--- src/rtl/lr_pkg.sv ---
// ----------------------------------------------------------------------------
// Line rasterizer package
// Shared types, widths and codes for the midpoint line rasterizer.
// ----------------------------------------------------------------------------
`default_nettype none

package lr_pkg;

  localparam int COORD_BITS = 16;
  localparam int DEC_BITS   = COORD_BITS + 3;
  localparam int FIELD_BITS = 16;
  localparam int WORD_BITS  = 32;

  localparam logic [15:0] LINE_WIDTH_RESET = 16'd1024;

  localparam logic CMD_BEGIN = 1'b0;
  localparam logic CMD_STEP  = 1'b1;

  localparam logic REG_BASE_ADDRESS = 1'b0;
  localparam logic REG_LINE_WIDTH   = 1'b1;

  typedef struct packed {
    logic                  cmd;
    logic [FIELD_BITS-1:0] start_x;
    logic [FIELD_BITS-1:0] start_y;
    logic [FIELD_BITS-1:0] end_x;
    logic [FIELD_BITS-1:0] end_y;
    logic [WORD_BITS-1:0]  line_color;
  } lr_in_t;

  typedef struct packed {
    logic [FIELD_BITS-1:0] pix_x;
    logic [FIELD_BITS-1:0] pix_y;
    logic [WORD_BITS-1:0]  pixel_index;
    logic [WORD_BITS-1:0]  pixel_color;
    logic                  last_pixel;
  } lr_out_t;

endpackage

`default_nettype wire

--- src/rtl/line_rasterizer_top.sv ---
// ----------------------------------------------------------------------------
// Line rasterizer top level
// Midpoint line stepper with framebuffer word index generation.
// ----------------------------------------------------------------------------
// Throughput: one transaction per cycle while out_ready_i does not stall;
// the stepper state updates in the accept cycle (one add and compare), the
// index multiply-add has a stage of its own. Reset: idle, base address 0,
// line width 1024, no results pending.
`default_nettype none

module line_rasterizer_top (
  input  wire logic                clk_i,
  input  wire logic                rst_ni,
  input  wire logic                cfg_we_i,
  input  wire logic                cfg_addr_i,
  input  wire logic [31:0]         cfg_wdata_i,
  input  wire logic                in_valid_i,
  output      logic                in_ready_o,
  input  wire lr_pkg::lr_in_t      in_data_i,
  output      logic                out_valid_o,
  input  wire logic                out_ready_i,
  output      lr_pkg::lr_out_t     out_data_o
);

  localparam int CB = lr_pkg::COORD_BITS;
  localparam int DB = lr_pkg::DEC_BITS;

  logic [31:0] base_address_q;
  logic [15:0] line_width_q;

  logic [CB-1:0]        cur_x_q, cur_x_d, cur_y_q, cur_y_d;
  logic [CB-1:0]        stop_x_q, stop_x_d, stop_y_q, stop_y_d;
  logic signed [DB-1:0] decision_q, decision_d;
  logic signed [DB-1:0] straight_q, straight_d, diagonal_q, diagonal_d;
  logic                 x_major_q, x_major_d;
  logic                 neg_x_q, neg_x_d, neg_y_q, neg_y_d;
  logic [31:0]          color_q, color_d;
  logic                 busy_q, busy_d;
  logic                 emit_d, last_d;

  logic          s1_valid_q;
  logic [CB-1:0] s1_x_q, s1_y_q;
  logic [31:0]   s1_color_q;
  logic          s1_last_q;

  logic            out_valid_q;
  lr_pkg::lr_out_t out_q;

  logic in_fire, out_load;

  assign out_load   = !out_valid_q || out_ready_i;
  assign in_ready_o = !s1_valid_q || out_load;
  assign in_fire    = in_valid_i && in_ready_o;

  // Configuration
  always_ff @(posedge clk_i or negedge rst_ni) begin
    if (!rst_ni) begin
      base_address_q <= '0;
      line_width_q   <= lr_pkg::LINE_WIDTH_RESET;
    end else if (cfg_we_i) begin
      case (cfg_addr_i)
        lr_pkg::REG_BASE_ADDRESS: base_address_q <= cfg_wdata_i;
        lr_pkg::REG_LINE_WIDTH:   line_width_q   <= cfg_wdata_i[15:0];
        default:                  base_address_q <= base_address_q;
      endcase
    end
  end

  // Stepper
  logic [CB-1:0]        x0, y0, x1, y1, ax, ay, major, minor;
  logic                 xm;
  logic signed [DB-1:0] maj_s, min_s, diff_s;
  logic [CB-1:0]        nx, ny;
  logic                 dec_le0;

  always_comb begin
    x0     = in_data_i.start_x[CB-1:0];
    y0     = in_data_i.start_y[CB-1:0];
    x1     = in_data_i.end_x[CB-1:0];
    y1     = in_data_i.end_y[CB-1:0];
    ax     = (x1 > x0) ? (x1 - x0) : (x0 - x1);
    ay     = (y1 > y0) ? (y1 - y0) : (y0 - y1);
    xm     = ax > ay;
    major  = xm ? ax : ay;
    minor  = xm ? ay : ax;
    maj_s  = DB'(major);
    min_s  = DB'(minor);
    diff_s = min_s - maj_s;

    dec_le0 = decision_q[DB-1] || (decision_q == '0);
    nx = neg_x_q ? (cur_x_q - CB'(1)) : (cur_x_q + CB'(1));
    ny = neg_y_q ? (cur_y_q - CB'(1)) : (cur_y_q + CB'(1));

    cur_x_d    = cur_x_q;
    cur_y_d    = cur_y_q;
    stop_x_d   = stop_x_q;
    stop_y_d   = stop_y_q;
    decision_d = decision_q;
    straight_d = straight_q;
    diagonal_d = diagonal_q;
    x_major_d  = x_major_q;
    neg_x_d    = neg_x_q;
    neg_y_d    = neg_y_q;
    color_d    = color_q;
    busy_d     = busy_q;
    emit_d     = 1'b0;
    last_d     = 1'b0;

    if (in_data_i.cmd == lr_pkg::CMD_BEGIN) begin
      cur_x_d    = x0;
      cur_y_d    = y0;
      stop_x_d   = x1;
      stop_y_d   = y1;
      color_d    = in_data_i.line_color;
      neg_x_d    = !(x1 > x0);
      neg_y_d    = !(y1 > y0);
      x_major_d  = xm;
      straight_d = min_s + min_s;
      diagonal_d = diff_s + diff_s;
      decision_d = min_s + min_s - maj_s;
      last_d     = xm ? (x0 == x1) : (y0 == y1);
      busy_d     = !last_d;
      emit_d     = 1'b1;
    end else if (busy_q) begin
      if (dec_le0) begin
        decision_d = decision_q + straight_q;
        if (x_major_q) begin
          cur_x_d = nx;
        end else begin
          cur_y_d = ny;
        end
      end else begin
        decision_d = decision_q + diagonal_q;
        cur_x_d    = nx;
        cur_y_d    = ny;
      end
      last_d = x_major_q ? (cur_x_d == stop_x_q) : (cur_y_d == stop_y_q);
      busy_d = !last_d;
      emit_d = 1'b1;
    end
  end

  always_ff @(posedge clk_i or negedge rst_ni) begin
    if (!rst_ni) begin
      cur_x_q    <= '0;
      cur_y_q    <= '0;
      stop_x_q   <= '0;
      stop_y_q   <= '0;
      decision_q <= '0;
      straight_q <= '0;
      diagonal_q <= '0;
      x_major_q  <= 1'b0;
      neg_x_q    <= 1'b0;
      neg_y_q    <= 1'b0;
      color_q    <= '0;
      busy_q     <= 1'b0;
    end else if (in_fire) begin
      cur_x_q    <= cur_x_d;
      cur_y_q    <= cur_y_d;
      stop_x_q   <= stop_x_d;
      stop_y_q   <= stop_y_d;
      decision_q <= decision_d;
      straight_q <= straight_d;
      diagonal_q <= diagonal_d;
      x_major_q  <= x_major_d;
      neg_x_q    <= neg_x_d;
      neg_y_q    <= neg_y_d;
      color_q    <= color_d;
      busy_q     <= busy_d;
    end
  end

  // Pixel stage
  always_ff @(posedge clk_i or negedge rst_ni) begin
    if (!rst_ni) begin
      s1_valid_q <= 1'b0;
    end else if (in_fire) begin
      s1_valid_q <= emit_d;
    end else if (out_load) begin
      s1_valid_q <= 1'b0;
    end
  end

  always_ff @(posedge clk_i) begin
    if (in_fire) begin
      s1_x_q     <= cur_x_d;
      s1_y_q     <= cur_y_d;
      s1_color_q <= color_d;
      s1_last_q  <= last_d;
    end
  end

  // Index stage
  logic [31:0] row_off, index_d;

  assign row_off = 32'(line_width_q) * 32'(s1_y_q);
  assign index_d = base_address_q + row_off + 32'(s1_x_q);

  always_ff @(posedge clk_i or negedge rst_ni) begin
    if (!rst_ni) begin
      out_valid_q <= 1'b0;
    end else if (out_load) begin
      out_valid_q <= s1_valid_q;
    end
  end

  always_ff @(posedge clk_i) begin
    if (out_load && s1_valid_q) begin
      out_q.pix_x       <= lr_pkg::FIELD_BITS'(s1_x_q);
      out_q.pix_y       <= lr_pkg::FIELD_BITS'(s1_y_q);
      out_q.pixel_index <= index_d;
      out_q.pixel_color <= s1_color_q;
      out_q.last_pixel  <= s1_last_q;
    end
  end

  assign out_valid_o = out_valid_q;
  assign out_data_o  = out_q;

endmodule

`default_nettype wire

--- config.mk ---
export PLATFORM = sky130hd
export DESIGN_NAME = line_rasterizer_top
export DESIGN_NICKNAME = d
export VERILOG_FILES = /design/src/rtl/lr_pkg.sv /design/src/rtl/line_rasterizer_top.sv
export SDC_FILE = /design/constraint.sdc
export NUM_CORES = 2
export LEC_CHECK = 0
export BUFFER_PORTS_ARGS = -buffer_cell sky130_fd_sc_hd__buf_4
export CAP_MARGIN = 20
export CORE_MARGIN = 5
export CORE_UTILIZATION = 39
export CTS_CLUSTER_SIZE = 40
export DETAILED_ROUTE_END_ITERATION = 8
export GPL_ROUTABILITY_DRIVEN = 0
export PLACE_DENSITY = 0.64
export SYNTH_ARGS = -nofsm -noshare
export SYNTH_HDL_FRONTEND = slang
export SYNTH_SLANG_ARGS = --single-unit
--- constraint.sdc ---
create_clock -name clk_i -period 8.7 [get_ports clk_i]
set_input_delay 0.435 -clock clk_i [delete_from_list [all_inputs] [get_ports clk_i]]
set_output_delay 0.435 -clock clk_i [all_outputs]
set_load 0.05 [all_outputs]
==> results.sh <==
export IMPL_worst_path_max_fanout=17
export IMPL_muxShareOfSynthArea=0.05966
export IMPL_dpl_worst_slack_ns=0.8346
export IMPL_port_buffers=233
export IMPL_coreArea_sq_um=81720
export IMPL_synth_simple_area_share=0.1274
export IMPL_rsz0062_at_grt="false"
export IMPL_end_kind="flop"
export IMPL_grt_usage=0.2054
export IMPL_grt_pass1_vias=24310
export IMPL_synth_xor_area_frac=0.03958
export IMPL_placed_area_sq_um=34650
export IMPL_status="complete, but fails checks"
export IMPL_maxCapViolCount=0
export IMPL_rrSetupSlack_ns=1.30
export IMPL_ys_seq_elements=364
export IMPL_rows=105
export IMPL_rr_endpoint="out_data_o[63]"
export IMPL_cts_path_max_buffers=3
export IMPL_ys_types=106
export IMPL_ys_seq_area_frac=0.3104
export IMPL_hold_buffers=0
export IMPL_syn_avg_cell_area_sq_um=9.662
export IMPL_finalSetupTns_ns=0
export IMPL_crit_top_cell="fa_1"
export IMPL_synthAdderAreaFrac=0.2477
export IMPL_relSlewSlack=0.2632
export IMPL_drtAntennaViolNets=0
export IMPL_nNetsFinal=4082
export IMPL_synth_top_area_frac=0.1574
export IMPL_die_area_sq_um=87780
export IMPL_worst_pin_slew_ns=1.105
export IMPL_drt_total_wl_mm=91.35
export IMPL_synthMostInstantiatedCell="inv_1"
export IMPL_finalCritPeriodShare=0.8511
export IMPL_critPathMaxStageDelay_ns=0.84
export IMPL_synth_compound_area_share=0.1460
export IMPL_drive_above_1_share=0.1514
export IMPL_slowest_stage="edfxtp_1"
export IMPL_syn_area_sq_um=31960
export IMPL_hold_class="in2async"
export IMPL_grt_max_degree=110
export IMPL_grt_antenna_before_repair=2
export IMPL_cts_sinks=364
export IMPL_synthFlopType="dfrtp_1"
export IMPL_critical_path_arrival_ns=7.75
export IMPL_drc=0
export IMPL_yosys_warnings=0
export IMPL_grt_pass1_wl_mm=141.8
export IMPL_cts_buffers=42
export IMPL_dr_pass1_iters=6
export IMPL_start_util=0.3911
export IMPL_synth_top_family_by_area="adder cells"
export IMPL_synthCells=3308
export IMPL_crit_start="s1_y_q[2]"
export IMPL_violations="negative hold slack"
export IMPL_drv_slew=0
export IMPL_reg2reg_depth=21
export IMPL_clkTransAtPathRegs_ns=0.07
export IMPL_cp_endpoint="out_data_o[63]"
export IMPL_synthArstFlopShare=0.5549
export IMPL_worst_slack_ns=1.295
export IMPL_crit_chain="nand2_1 -> fa_1 -> inv_1 -> fa_1 -> inv_1 -> fa_1 -> fa_1 -> inv_1 -> fa_1 -> fa_1 -> ha_1 -> a21oi_1 -> nor2b_1 -> a2111oi_0 -> nand4b_1 -> nand2_1 -> o21a_1 -> a41oi_1 -> nor3_1 -> o31a_1 -> xor2_1"
export IMPL_root_buffer="clkbuf_16"
export IMPL_overflow=0
export IMPL_boundaryPins=234
export IMPL_hold_violations=17
export IMPL_hpwlAfterDp_mm=70.48
export IMPL_clock_latency_ns=0.60
export IMPL_crit_required_ns=9.04
export IMPL_die_w_um=296.3
export IMPL_crit_type="reg2reg"
export IMPL_cts_setup_buffers=0
export IMPL_synth_top_area_cell="dfrtp_1"
export IMPL_areaGrowthSynthToFinish_pct=13.08
export IMPL_hold_slack_ns=-0.07338
export IMPL_num_vias=24610
export IMPL_clock_fmax_mhz=135.0
export IMPL_fin_crit_ns=7.405
export IMPL_fin_skew_ns=0.02045
export IMPL_synth_nets=3924
export IMPL_wl_per_cell_um=19.99
export IMPL_worstSetupStartpointType="flop"
export IMPL_fp_dieH_um=296.3
export IMPL_r2r_start="s1_y_q[2]"
export IMPL_final_cell_area_sq_um=36140
export IMPL_synth_common_cells="429 x inv_1, 411 x nand2_1, 249 x fa_1, 232 x ha_1, 201 x dfrtp_1"
export IMPL_cts_resized=0
export IMPL_synth_area_leaders="dfrtp_1 16%, fa_1 16%, edfxtp_1 15%"
export IMPL_drt_iter0_drc=1846
export IMPL_setup_viol=0
export IMPL_h_tree_depth=2
export IMPL_cts_tree="done"
export IMPL_num_antenna_cells=0
export IMPL_routed_via_density=5.386
export IMPL_synth_edf_count=162
critical path: cells and delay by family (launching register included):
kind                     cells  cell delay [ns]
adder cells (fa/ha/maj)      7             3.33
AO/OA/AOI/OAI                5             1.95
flip-flops                   1             0.84
AND/OR/NAND/NOR              5             0.72
buffers and inverters        3             0.16
XOR/XNOR                     1             0.14
routing by layer:
metal | GRT usage | up-vias | wire (um)
met3 | 0.02614 | 118 | 5652
met1 | 0.2986 | 12170 | 41360
met5 | 0 | - | 20
li1 | - | 11550 | -
met2 | 0.3311 | 780 | 42180
met4 | 0.04633 | 2 | 2136
logic make-up after synthesis:
group | count (synthesis)
AO/OA/AOI/OAI | 709
multiplexers | 172
AND/OR/NAND/NOR | 867
adder cells (fa/ha/maj) | 484
XOR/XNOR | 138
flip-flops | 364
buffers and inverters | 574
cell usage in the layout (no fill, tap or decap), types with 11 or more instances in the layout:
cell	count
mux2_2	127
o21ai_1	14
nor3_1	35
o21a_1	15
dfrtp_1	200
xnor2_1	84
or3_1	18
nor2b_1	16
nand3_1	30
a31oi_1	22
o22ai_1	46
nor2_1	130
inv_1	429
a211oi_1	22
xor2_1	48
mux2i_1	38
o21ai_0	166
ha_1	232
and3_1	15
fa_1	249
clkbuf_16	43
a21oi_1	179
a21o_1	70
nand2b_1	31
buf_4	251
edfxtp_1	162
o211ai_1	28
and2_1	105
nand2_1	410
clkbuf_1	11
o21bai_1	17
nand4_1	16
final cells by class:
class | instances | area (sq um)
fillers | 7889 | 45570
multi-input cells | 2370 | 19850
flip-flops and latches | 364 | 9922
repair buffers | 253 | 1924
inverters | 435 | 1638
well taps | 1070 | 1339
clock buffers | 55 | 1120
clock inverters | 23 | 346.6
stage by stage:
step                  util  hold WS, ns  cells
floorplan                -       0.1394   3308
global route        0.4423      0.04896   4570
finish              0.4423     -0.07338   4570
global placement    0.4240       0.4006   4491
detailed placement  0.4240       0.4045   4491
CTS                 0.4420      0.01032   4569
worst min path at each step:
stage / cells past startpoint / end / from
final: 1 / stop_x_q[8] / rst_ni
after global routing: 3 / base_address_q[14] / cfg_wdata_i[14]
after CTS: 1 / stop_x_q[9] / rst_ni
after detailed placement: 0 / out_data_o[20] / s1_color_q[19]
after global placement: 0 / out_data_o[29] / s1_color_q[28]
after floorplan: 0 / base_address_q[0] / rst_ni
sequential cells by signal (all words and copies together), names as in the netlist, 16 cells and up:
signal	cells
s1_x_q	16
stop_x_q	16
stop_y_q	16
s1_color_q	32
straight_q	16
line_width_q	16
diagonal_q	17
color_q	32
cur_x_q	16
s1_y_q	16
decision_q	19
cur_y_q	16
out_data_o	97
base_address_q	32
Power is left out: the tool's default activity adds up to more than one toggle a clock period on the data nets, which glitch-free logic cannot reach.
